--- src/hdl/insertion_sort_engine_defines.svh ---
// Assertion macros for the insertion sort engine.
// Expects clk and rst_n in the scope of use; no other dependencies.
`ifndef INSERTION_SORT_ENGINE_DEFINES_SVH
`define INSERTION_SORT_ENGINE_DEFINES_SVH

// same-cycle implication
`define ISE_ASSERT_IMP(lbl, ante, cons) \
    lbl: assert property (@(posedge clk) disable iff (!rst_n) (ante) |-> (cons)) \
        else $error("insertion_sort_engine: same-cycle check failed");

// next-cycle implication
`define ISE_ASSERT_NEXT(lbl, ante, cons) \
    lbl: assert property (@(posedge clk) disable iff (!rst_n) (ante) |=> (cons)) \
        else $error("insertion_sort_engine: next-cycle check failed");

`endif

--- src/hdl/isrt_pkg.sv ---
// Shared constants and controller/datapath command and status types.
// No dependencies.
`timescale 1ns / 1ps
`default_nettype none

package isrt_pkg;

    localparam int MAX_ITEMS = 64;
    localparam int DATA_W    = 32;
    localparam int ADDR_W    = $clog2(MAX_ITEMS);
    localparam int COUNT_W   = $clog2(MAX_ITEMS + 1);

    typedef struct packed {
        logic load_item;   // capture input transaction
        logic rd_prev;     // read entry below insert point
        logic shift;       // move read entry up one slot
        logic ins_write;   // write new value at insert point
        logic emit_start;  // reset output index
        logic emit_rd;     // read entry at output index
        logic emit_ld;     // load output register
        logic clear_set;   // drop count and overflow flag
    } isrt_cmd_t;

    typedef struct packed {
        logic store_full;
        logic idx_zero;
        logic less;
        logic set_last;
        logic count_ge2;
        logic emit_last;
        logic out_free;
    } isrt_status_t;

endpackage

`default_nettype wire

--- src/hdl/isrt_if.sv ---
// Valid/ready stream interfaces for input and result transactions.
// Depends on isrt_pkg.
`timescale 1ns / 1ps
`default_nettype none

interface isrt_in_if;
    logic                                  valid;
    logic                                  ready;
    logic signed [isrt_pkg::DATA_W-1:0]    value;
    logic                                  last;

    modport source (output valid, value, last, input ready);
    modport sink   (input valid, value, last, output ready);
endinterface

interface isrt_out_if;
    logic                                  valid;
    logic                                  ready;
    logic signed [isrt_pkg::DATA_W-1:0]    sorted_value;
    logic                                  end_of_run;
    logic                                  overflowed;

    modport source (output valid, sorted_value, end_of_run, overflowed, input ready);
    modport sink   (input valid, sorted_value, end_of_run, overflowed, output ready);
endinterface

`default_nettype wire

--- src/hdl/isrt_ctrl.sv ---
// Controller: sequences insertion of each transaction and emission of a sorted set.
// Depends on isrt_pkg.
`timescale 1ns / 1ps
`default_nettype none

module isrt_ctrl (
    input  wire logic                   clk,
    input  wire logic                   rst_n,
    input  wire logic                   in_valid,
    output logic                        in_ready,
    input  wire isrt_pkg::isrt_status_t status,
    output isrt_pkg::isrt_cmd_t         cmd
);
    import isrt_pkg::*;

    typedef enum logic [2:0] {
        S_IDLE,
        S_INS_RD,
        S_INS_CMP,
        S_DECIDE,
        S_EMIT_RD,
        S_EMIT_LD
    } state_t;

    state_t state_reg;
    state_t state_next;

    always_comb
    begin
        state_next = state_reg;
        cmd        = '0;
        in_ready   = 1'b0;
        unique case (state_reg)
            S_IDLE:
            begin
                in_ready = 1'b1;
                if (in_valid)
                begin
                    cmd.load_item = 1'b1;
                    state_next    = status.store_full ? S_DECIDE : S_INS_RD;
                end
            end
            S_INS_RD:
            begin
                if (status.idx_zero)
                begin
                    cmd.ins_write = 1'b1;
                    state_next    = S_DECIDE;
                end
                else
                begin
                    cmd.rd_prev = 1'b1;
                    state_next  = S_INS_CMP;
                end
            end
            S_INS_CMP:
            begin
                if (status.less)
                begin
                    cmd.shift  = 1'b1;
                    state_next = S_INS_RD;
                end
                else
                begin
                    cmd.ins_write = 1'b1;
                    state_next    = S_DECIDE;
                end
            end
            S_DECIDE:
            begin
                if (!status.set_last)
                    state_next = S_IDLE;
                else if (status.count_ge2)
                begin
                    cmd.emit_start = 1'b1;
                    state_next     = S_EMIT_RD;
                end
                else
                begin
                    cmd.clear_set = 1'b1;
                    state_next    = S_IDLE;
                end
            end
            S_EMIT_RD:
            begin
                if (status.out_free)
                begin
                    cmd.emit_rd = 1'b1;
                    state_next  = S_EMIT_LD;
                end
            end
            S_EMIT_LD:
            begin
                cmd.emit_ld = 1'b1;
                if (status.emit_last)
                begin
                    cmd.clear_set = 1'b1;
                    state_next    = S_IDLE;
                end
                else
                    state_next = S_EMIT_RD;
            end
            default:
                state_next = S_IDLE;
        endcase
    end

    always_ff @(posedge clk or negedge rst_n)
    begin
        if (!rst_n)
            state_reg <= S_IDLE;
        else
            state_reg <= state_next;
    end

endmodule

`default_nettype wire

--- src/hdl/isrt_datapath.sv ---
// Datapath: value store, set count, overflow flag, insert compare and output register.
// Depends on isrt_pkg.
`timescale 1ns / 1ps
`default_nettype none

module isrt_datapath (
    input  wire logic                          clk,
    input  wire logic                          rst_n,
    input  wire logic signed [isrt_pkg::DATA_W-1:0] in_value,
    input  wire logic                          in_last,
    input  wire isrt_pkg::isrt_cmd_t           cmd,
    output isrt_pkg::isrt_status_t             status,
    output logic                               out_valid,
    input  wire logic                          out_ready,
    output logic signed [isrt_pkg::DATA_W-1:0] out_value,
    output logic                               out_end,
    output logic                               out_ovf
);
    import isrt_pkg::*;

    logic [DATA_W-1:0]         mem [0:MAX_ITEMS-1];
    logic [COUNT_W-1:0]        count_reg;
    logic                      ovf_reg;
    logic signed [DATA_W-1:0]  val_reg;
    logic                      last_reg;
    logic [COUNT_W-1:0]        idx_reg;
    logic [DATA_W-1:0]         rd_data_reg;
    logic                      out_valid_reg;
    logic signed [DATA_W-1:0]  out_value_reg;
    logic                      out_end_reg;
    logic                      out_ovf_reg;

    logic [COUNT_W-1:0]        idx_prev;
    logic                      rd_en;
    logic [ADDR_W-1:0]         rd_addr;
    logic                      wr_en;
    logic [DATA_W-1:0]         wr_data;

    assign idx_prev = idx_reg - COUNT_W'(1);
    assign rd_en    = cmd.rd_prev | cmd.emit_rd;
    assign rd_addr  = cmd.rd_prev ? idx_prev[ADDR_W-1:0] : idx_reg[ADDR_W-1:0];
    assign wr_en    = cmd.shift | cmd.ins_write;
    assign wr_data  = cmd.shift ? rd_data_reg : val_reg;

    always_ff @(posedge clk)
    begin
        if (wr_en)
            mem[idx_reg[ADDR_W-1:0]] <= wr_data;
        if (rd_en)
            rd_data_reg <= mem[rd_addr];
    end

    always_comb
    begin
        status.store_full = (count_reg == COUNT_W'(MAX_ITEMS));
        status.idx_zero   = (idx_reg == '0);
        status.less       = (val_reg < $signed(rd_data_reg));
        status.set_last   = last_reg;
        status.count_ge2  = (count_reg >= COUNT_W'(2));
        status.emit_last  = (idx_reg == count_reg - COUNT_W'(1));
        status.out_free   = !out_valid_reg || out_ready;
    end

    // working registers, no reset needed
    always_ff @(posedge clk)
    begin
        if (cmd.load_item)
        begin
            val_reg  <= in_value;
            last_reg <= in_last;
            idx_reg  <= count_reg;
        end
        else if (cmd.shift)
            idx_reg <= idx_prev;
        else if (cmd.emit_start)
            idx_reg <= '0;
        else if (cmd.emit_ld)
            idx_reg <= idx_reg + COUNT_W'(1);

        if (cmd.emit_ld)
        begin
            out_value_reg <= $signed(rd_data_reg);
            out_end_reg   <= status.emit_last;
            out_ovf_reg   <= ovf_reg;
        end
    end

    always_ff @(posedge clk or negedge rst_n)
    begin
        if (!rst_n)
        begin
            count_reg     <= '0;
            ovf_reg       <= 1'b0;
            out_valid_reg <= 1'b0;
        end
        else
        begin
            if (cmd.clear_set)
            begin
                count_reg <= '0;
                ovf_reg   <= 1'b0;
            end
            else
            begin
                if (cmd.ins_write)
                    count_reg <= count_reg + COUNT_W'(1);
                if (cmd.load_item && status.store_full)
                    ovf_reg <= 1'b1;
            end

            if (cmd.emit_ld)
                out_valid_reg <= 1'b1;
            else if (out_ready)
                out_valid_reg <= 1'b0;
        end
    end

    assign out_valid = out_valid_reg;
    assign out_value = out_value_reg;
    assign out_end   = out_end_reg;
    assign out_ovf   = out_ovf_reg;

endmodule

`default_nettype wire

--- src/hdl/insertion_sort_engine.sv ---
// Top level of the insertion sort engine: controller, datapath and stream ports.
// Depends on isrt_pkg, isrt_if, isrt_ctrl, isrt_datapath, insertion_sort_engine_defines.svh.
//
//  Port     Dir   Transaction
//  in_ch    sink  value (signed 32), last
//  out_ch   src   sorted_value (signed 32), end_of_run, overflowed
//
// Each accepted value is inserted at once: every stored value larger than it
// moves up one slot, then the value is written into the freed slot; a value
// dropped by a full store only sets the overflow flag. After the final value
// of a set of two or more, results leave in order, each read only once the
// output register is free; a stalled output holds the sequence in place.
// in_ch.ready is high only while no value is inserted and no set is emitted.
// Reset is asynchronous and empties the set; the store itself is not cleared.
`timescale 1ns / 1ps
`default_nettype none

`include "insertion_sort_engine_defines.svh"

module insertion_sort_engine (
    input  wire logic   clk,
    input  wire logic   rst_n,
    isrt_in_if.sink     in_ch,
    isrt_out_if.source  out_ch
);
    import isrt_pkg::*;

    isrt_cmd_t    cmd;
    isrt_status_t status;
    logic [6:0]   cmd_pulses;

    isrt_ctrl u_ctrl (
        .clk      (clk),
        .rst_n    (rst_n),
        .in_valid (in_ch.valid),
        .in_ready (in_ch.ready),
        .status   (status),
        .cmd      (cmd)
    );

    isrt_datapath u_datapath (
        .clk       (clk),
        .rst_n     (rst_n),
        .in_value  (in_ch.value),
        .in_last   (in_ch.last),
        .cmd       (cmd),
        .status    (status),
        .out_valid (out_ch.valid),
        .out_ready (out_ch.ready),
        .out_value (out_ch.sorted_value),
        .out_end   (out_ch.end_of_run),
        .out_ovf   (out_ch.overflowed)
    );

    assign cmd_pulses = {cmd.load_item, cmd.rd_prev, cmd.shift, cmd.ins_write,
                         cmd.emit_start, cmd.emit_rd, cmd.emit_ld};

    `ISE_ASSERT_NEXT(a_busy_after_accept, in_ch.valid && in_ch.ready, !in_ch.ready)
    `ISE_ASSERT_IMP(a_no_overwrite, cmd.emit_ld, !out_ch.valid)
    `ISE_ASSERT_IMP(a_cmd_exclusive, 1'b1, $onehot0(cmd_pulses))

endmodule

`default_nettype wire

--- src/flat_wrapper.sv ---
// flat-port wrapper written by rule: the top's interface ports become plain ports
module insertion_sort_engine_flat import isrt_pkg::*;
  (clk, rst_n, in_ch_valid, in_ch_value, in_ch_last, in_ch_ready, out_ch_valid, out_ch_sorted_value, out_ch_end_of_run, out_ch_overflowed, out_ch_ready);
  isrt_in_if in_ch_i ();
  isrt_out_if out_ch_i ();
  input  wire logic clk;
  input  wire logic rst_n;
  input wire logic [$bits(in_ch_i.valid)-1:0] in_ch_valid;
  input wire logic [$bits(in_ch_i.value)-1:0] in_ch_value;
  input wire logic [$bits(in_ch_i.last)-1:0] in_ch_last;
  output wire logic [$bits(in_ch_i.ready)-1:0] in_ch_ready;
  output wire logic [$bits(out_ch_i.valid)-1:0] out_ch_valid;
  output wire logic [$bits(out_ch_i.sorted_value)-1:0] out_ch_sorted_value;
  output wire logic [$bits(out_ch_i.end_of_run)-1:0] out_ch_end_of_run;
  output wire logic [$bits(out_ch_i.overflowed)-1:0] out_ch_overflowed;
  input wire logic [$bits(out_ch_i.ready)-1:0] out_ch_ready;
  assign in_ch_i.valid = in_ch_valid;
  assign in_ch_i.value = in_ch_value;
  assign in_ch_i.last = in_ch_last;
  assign in_ch_ready = in_ch_i.ready;
  assign out_ch_valid = out_ch_i.valid;
  assign out_ch_sorted_value = out_ch_i.sorted_value;
  assign out_ch_end_of_run = out_ch_i.end_of_run;
  assign out_ch_overflowed = out_ch_i.overflowed;
  assign out_ch_i.ready = out_ch_ready;
  insertion_sort_engine u_core (.clk(clk), .rst_n(rst_n), .in_ch(in_ch_i), .out_ch(out_ch_i));
endmodule
--- config.mk ---
export PLATFORM = sky130hd
export DESIGN_NAME = insertion_sort_engine_flat
export DESIGN_NICKNAME = d
export VERILOG_FILES = /design/src/hdl/isrt_pkg.sv /design/src/hdl/isrt_if.sv /design/src/hdl/isrt_ctrl.sv /design/src/hdl/isrt_datapath.sv /design/src/hdl/insertion_sort_engine.sv /design/src/flat_wrapper.sv
export VERILOG_INCLUDE_DIRS = /design/src /design/src/hdl
export SDC_FILE = /design/constraint.sdc
export NUM_CORES = 2
export LEC_CHECK = 0
export BUFFER_PORTS_ARGS = -buffer_cell sky130_fd_sc_hd__buf_2
export CAP_MARGIN = 20
export CORE_ASPECT_RATIO = 0.75
export CORE_MARGIN = 2
export CORE_UTILIZATION = 50
export DETAILED_ROUTE_END_ITERATION = 7
export PLACE_DENSITY = 0.61
export SLEW_MARGIN = 5
export SYNTH_ARGS = -nofsm -noshare
export SYNTH_HDL_FRONTEND = slang
export SYNTH_SLANG_ARGS = --single-unit
--- constraint.sdc ---
create_clock -name clk -period 16 [get_ports clk]
set_input_delay 0.8 -clock clk [delete_from_list [all_inputs] [get_ports clk]]
set_output_delay 0.8 -clock clk [all_outputs]
set_load 0.05 [all_outputs]
==> impl_metrics.csv <==
group,metric,value,unit
outcome,outcome,"finished clean",
floorplanning,start_util,50.4,%
layout,drive_gt1_share,11.7,%
global_route,grt_max_degree,135,
logic_synthesis,yosysWarnings,0,
logic_synthesis,synth-async-reset-ratio,0.554,%
cts,cts_tree,"done",
cts,cts_setup_buffers,0,
logic_synthesis,synth.area.mux_share,5.37,%
global_route,antenna_found_initial,15,
logic_synthesis,ys_types,74,
sta,setup_viol,0,
layout,final_common_cell,"edfxtp_1",
setup_path,worst-endpoint-required,16.66,ns
setup_path,cp_top_family,"buffers and inverters",
sta,rsz0062_at_grt,"false",
route,routed_wl,280,mm
route,dr.pass1.iters,6,
logic_synthesis,synth_ff_type,"edfxtp_1",
floorplanning,core_region_area,173000,µm²
setup_path,crit_buf_inv,5,
place,io_buffer_count,72,
cts,htree_levels,4,
setup_path,start_kind,"register",
layout,fin_nets,6191,
logic_synthesis,synth_edf_count,2154,
logic_synthesis,synth_fa_ha_area_share,0.532,%
route,drcViolationCount,0,
place,gp_congestion,0.849,
sta,drv_slew,0,
floorplanning,top_level_ports,73,
logic_synthesis,syn_area_per_cell,14.4,µm²
route,viasPerCell,6.52,
logic_synthesis,synth-simple-area-share,9.98,%
setup_path,timing.critical_path.to_type,"register",
route,drtIter0Drc,9287,
cts,clk_transition_reported_paths,0.06,ns
logic_synthesis,synthCells,6039,
setup_path,worstSetupPathType,"register to register",
sta,finalSetupTns,0,ns
cts,numCtsBuffers,198,
sta,finClkSkew,0.0307,ns
route,antenna_left,0,
logic_synthesis,ys_seq_area_share,74.6,%
route,wl_per_cell,32.7,µm
layout,syn_to_final_growth,11.6,%
logic_synthesis,synthXorXnorAreaFrac,0.290,%
sta,fin_crit,6.72,ns
power_and_ir_drop,powerDensity,233,nW/µm²
sta,post-route-period-util,42.0,%
layout,n_fill_cell,13500,
power_and_ir_drop,cellLeakagePower,32.7,nW
sta,worstMarginPinSlew,1.20,ns
setup_path,crit_slowest_cell,"buf_4",
sta,max_slew_margin,19.8,%
cts,clockRootBuffer,"clkbuf_16",
logic_synthesis,ys_ff_latch,2166,
setup_path,cp_common_cell,"buf_4",
sta,hold_viol,0,
logic_synthesis,synth_top_family_by_area,"simple AND/OR/NAND/NOR gates",
global_route,track_usage,31.1,%
hold_path,worstHoldPathType,"input pin to register",
flow_run,maxCapViolCount,0,
sta,finalWorstSetupSlack,9.28,ns
floorplanning,fp.dieW,486,µm
place,hpwl,150,mm
cts,ctsResizeCount,0,
layout,largest_register_ffs,2048,
setup_path,crit_fanout,123,
logic_synthesis,syn_area,87100,µm²
floorplanning,die_h,365,µm
route,num_vias,55800,
setup_path,crit_arrival,7.38,ns
setup_path,cpPeakStageDelay,0.77,ns
global_route,grt_pass1_wl,391,mm
cts,cts_buffer_depth,3,
setup_path,path_cells,"inv_2 > ha_2 > nor3b_2 > a21oi_4 > buf_4 > xnor2_4 > buf_4 > buf_12 > buf_4 > nand2_1 > a21oi_1 > nor3_1 > o211ai_1 > nand2_1 > nor3_1",
logic_synthesis,synth_compound_area_share,6.98,%
place,pre_cts_slack,9.43,ns
sta,fmax,149,MHz
cts,worstSkewPairLatency,0.84,ns
floorplanning,rows,132,
cts,cts_sinks,2166,
global_route,grt_pass1_vias,50700,
floorplanning,die_area,178000,µm²
global_route,overflow,0,
power_and_ir_drop,vdd_ir_drop_max,0.375,mV
logic_synthesis,syn_nets,6113,
layout,final_cell_mix,"edfxtp_1 (2154), nand2_1 (1307), a21oi_1 (383), mux2i_1 (315), nand3_1 (279)",
what timing repair did:
action	in CTS	in global routing
hold endpoints to repair	12	0
hold buffers	1	0
endpoints found under the setup margin	0	0
where the power goes:
part           switching (mW)  total (mW)  internal (mW)  leakage (nW)
Clock                    2.08        4.58           2.50          2.97
Combinational            7.70        10.6           2.88          10.2
Sequential              0.256        7.49           7.23          19.6
routing by layer:
| metal | share of wire (%) | vias up | routed length [µm] | global-route usage (%) |
|---|---|---|---|---|
| met5 | 0.025 | - | 71 | 0 |
| met4 | 3.5 | 10 | 9850 | 10.5 |
| met3 | 13 | 508 | 35100 | 6.26 |
| met2 | 43 | 3792 | 121000 | 45.6 |
| met1 | 41 | 28400 | 114000 | 46.8 |
| li1 | - | 23100 | - | - |
synthesized netlist by cell type (94+ instances only):
cell         n  area, µm²
nand3_1    279       1400
a21oi_1    385       1930
nor3_1     142        711
and3_1     102        638
buf_2      168        841
o221ai_1    94        823
nand2_1   1307       4910
o21ai_0    111        556
mux2i_1    316       3160
nor2_1     106        398
edfxtp_1  2154      64700
clkbuf_1   149        559
worst register-to-register path: cells and delay by family, from the launching register on:
| kind | cells | cell delay (ns) |
|---|---|---|
| AND/OR/NAND/NOR | 5 | 1.51 |
| adder cells (fa/ha/maj) | 1 | 0.31 |
| XOR/XNOR | 1 | 0.67 |
| flip-flops | 1 | 0.41 |
| buffers and inverters | 5 | 2.90 |
| AO/OA/AOI/OAI | 3 | 0.76 |
kinds of logic (layout without fill, tap and decap cells):
family                   after synthesis  count (layout)
AO/OA/AOI/OAI                        960             960
XOR/XNOR                              25              25
adder cells (fa/ha/maj)               37              37
buffers and inverters                432             665
flip-flops                          2166            2166
multiplexers                         393             393
other                                  0               6
AND/OR/NAND/NOR                     2026            2026
cell type report:
cell class / instances / area [µm²] / share of cell area (%)
clock inverters: 100 / 796 / 0.819
multi-input cells: 3441 / 21200 / 21.8
diodes: 6 / 15.0 / 0.0154
clock buffers: 255 / 5300 / 5.45
well taps: 2278 / 2850 / 2.93
inverters: 43 / 161 / 0.166
flip-flops and latches: 2166 / 65000 / 66.9
repair buffers: 267 / 1930 / 1.99
path summary, 6_finish.rpt:
path                                             startpoint                           endpoint  slack, ns  cells past startpoint
min in group asynchronous                             rst_n     u_core.u_datapath.count_reg[1]       0.39                      2
max                            u_core.u_datapath.idx_reg[0]  u_core.u_datapath.rd_data_reg[19]       9.28                     15
max in group asynchronous                             rst_n         u_core.u_ctrl.state_reg[1]      15.36                      2
min reg2reg                u_core.u_datapath.rd_data_reg[8]     u_core.u_datapath.out_value[8]       0.50                      0
min                                          in_ch_value[7]       u_core.u_datapath.val_reg[7]       0.13                      1
max reg2reg                    u_core.u_datapath.idx_reg[0]  u_core.u_datapath.rd_data_reg[19]       9.28                     15
through the flow:
| step | util, % | hold WS [ns] | cells | area [µm²] | power [mW] |
|---|---|---|---|---|---|
| floorplan | - | 0.425 | 6039 | 87100 | 13.9 |
| global placement | 52.7 | 0.493 | 8188 | 91000 | 17.8 |
| detailed placement | 52.7 | 0.489 | 8191 | 91000 | 17.9 |
| CTS | 56.2 | 0.0853 | 8547 | 97100 | 22.4 |
| global route | 56.3 | 0.118 | 8550 | 97200 | 23.4 |
| finish | 56.3 | 0.129 | 8556 | 97200 | 22.7 |
Note: power is estimated with default switching activity, not from simulation.
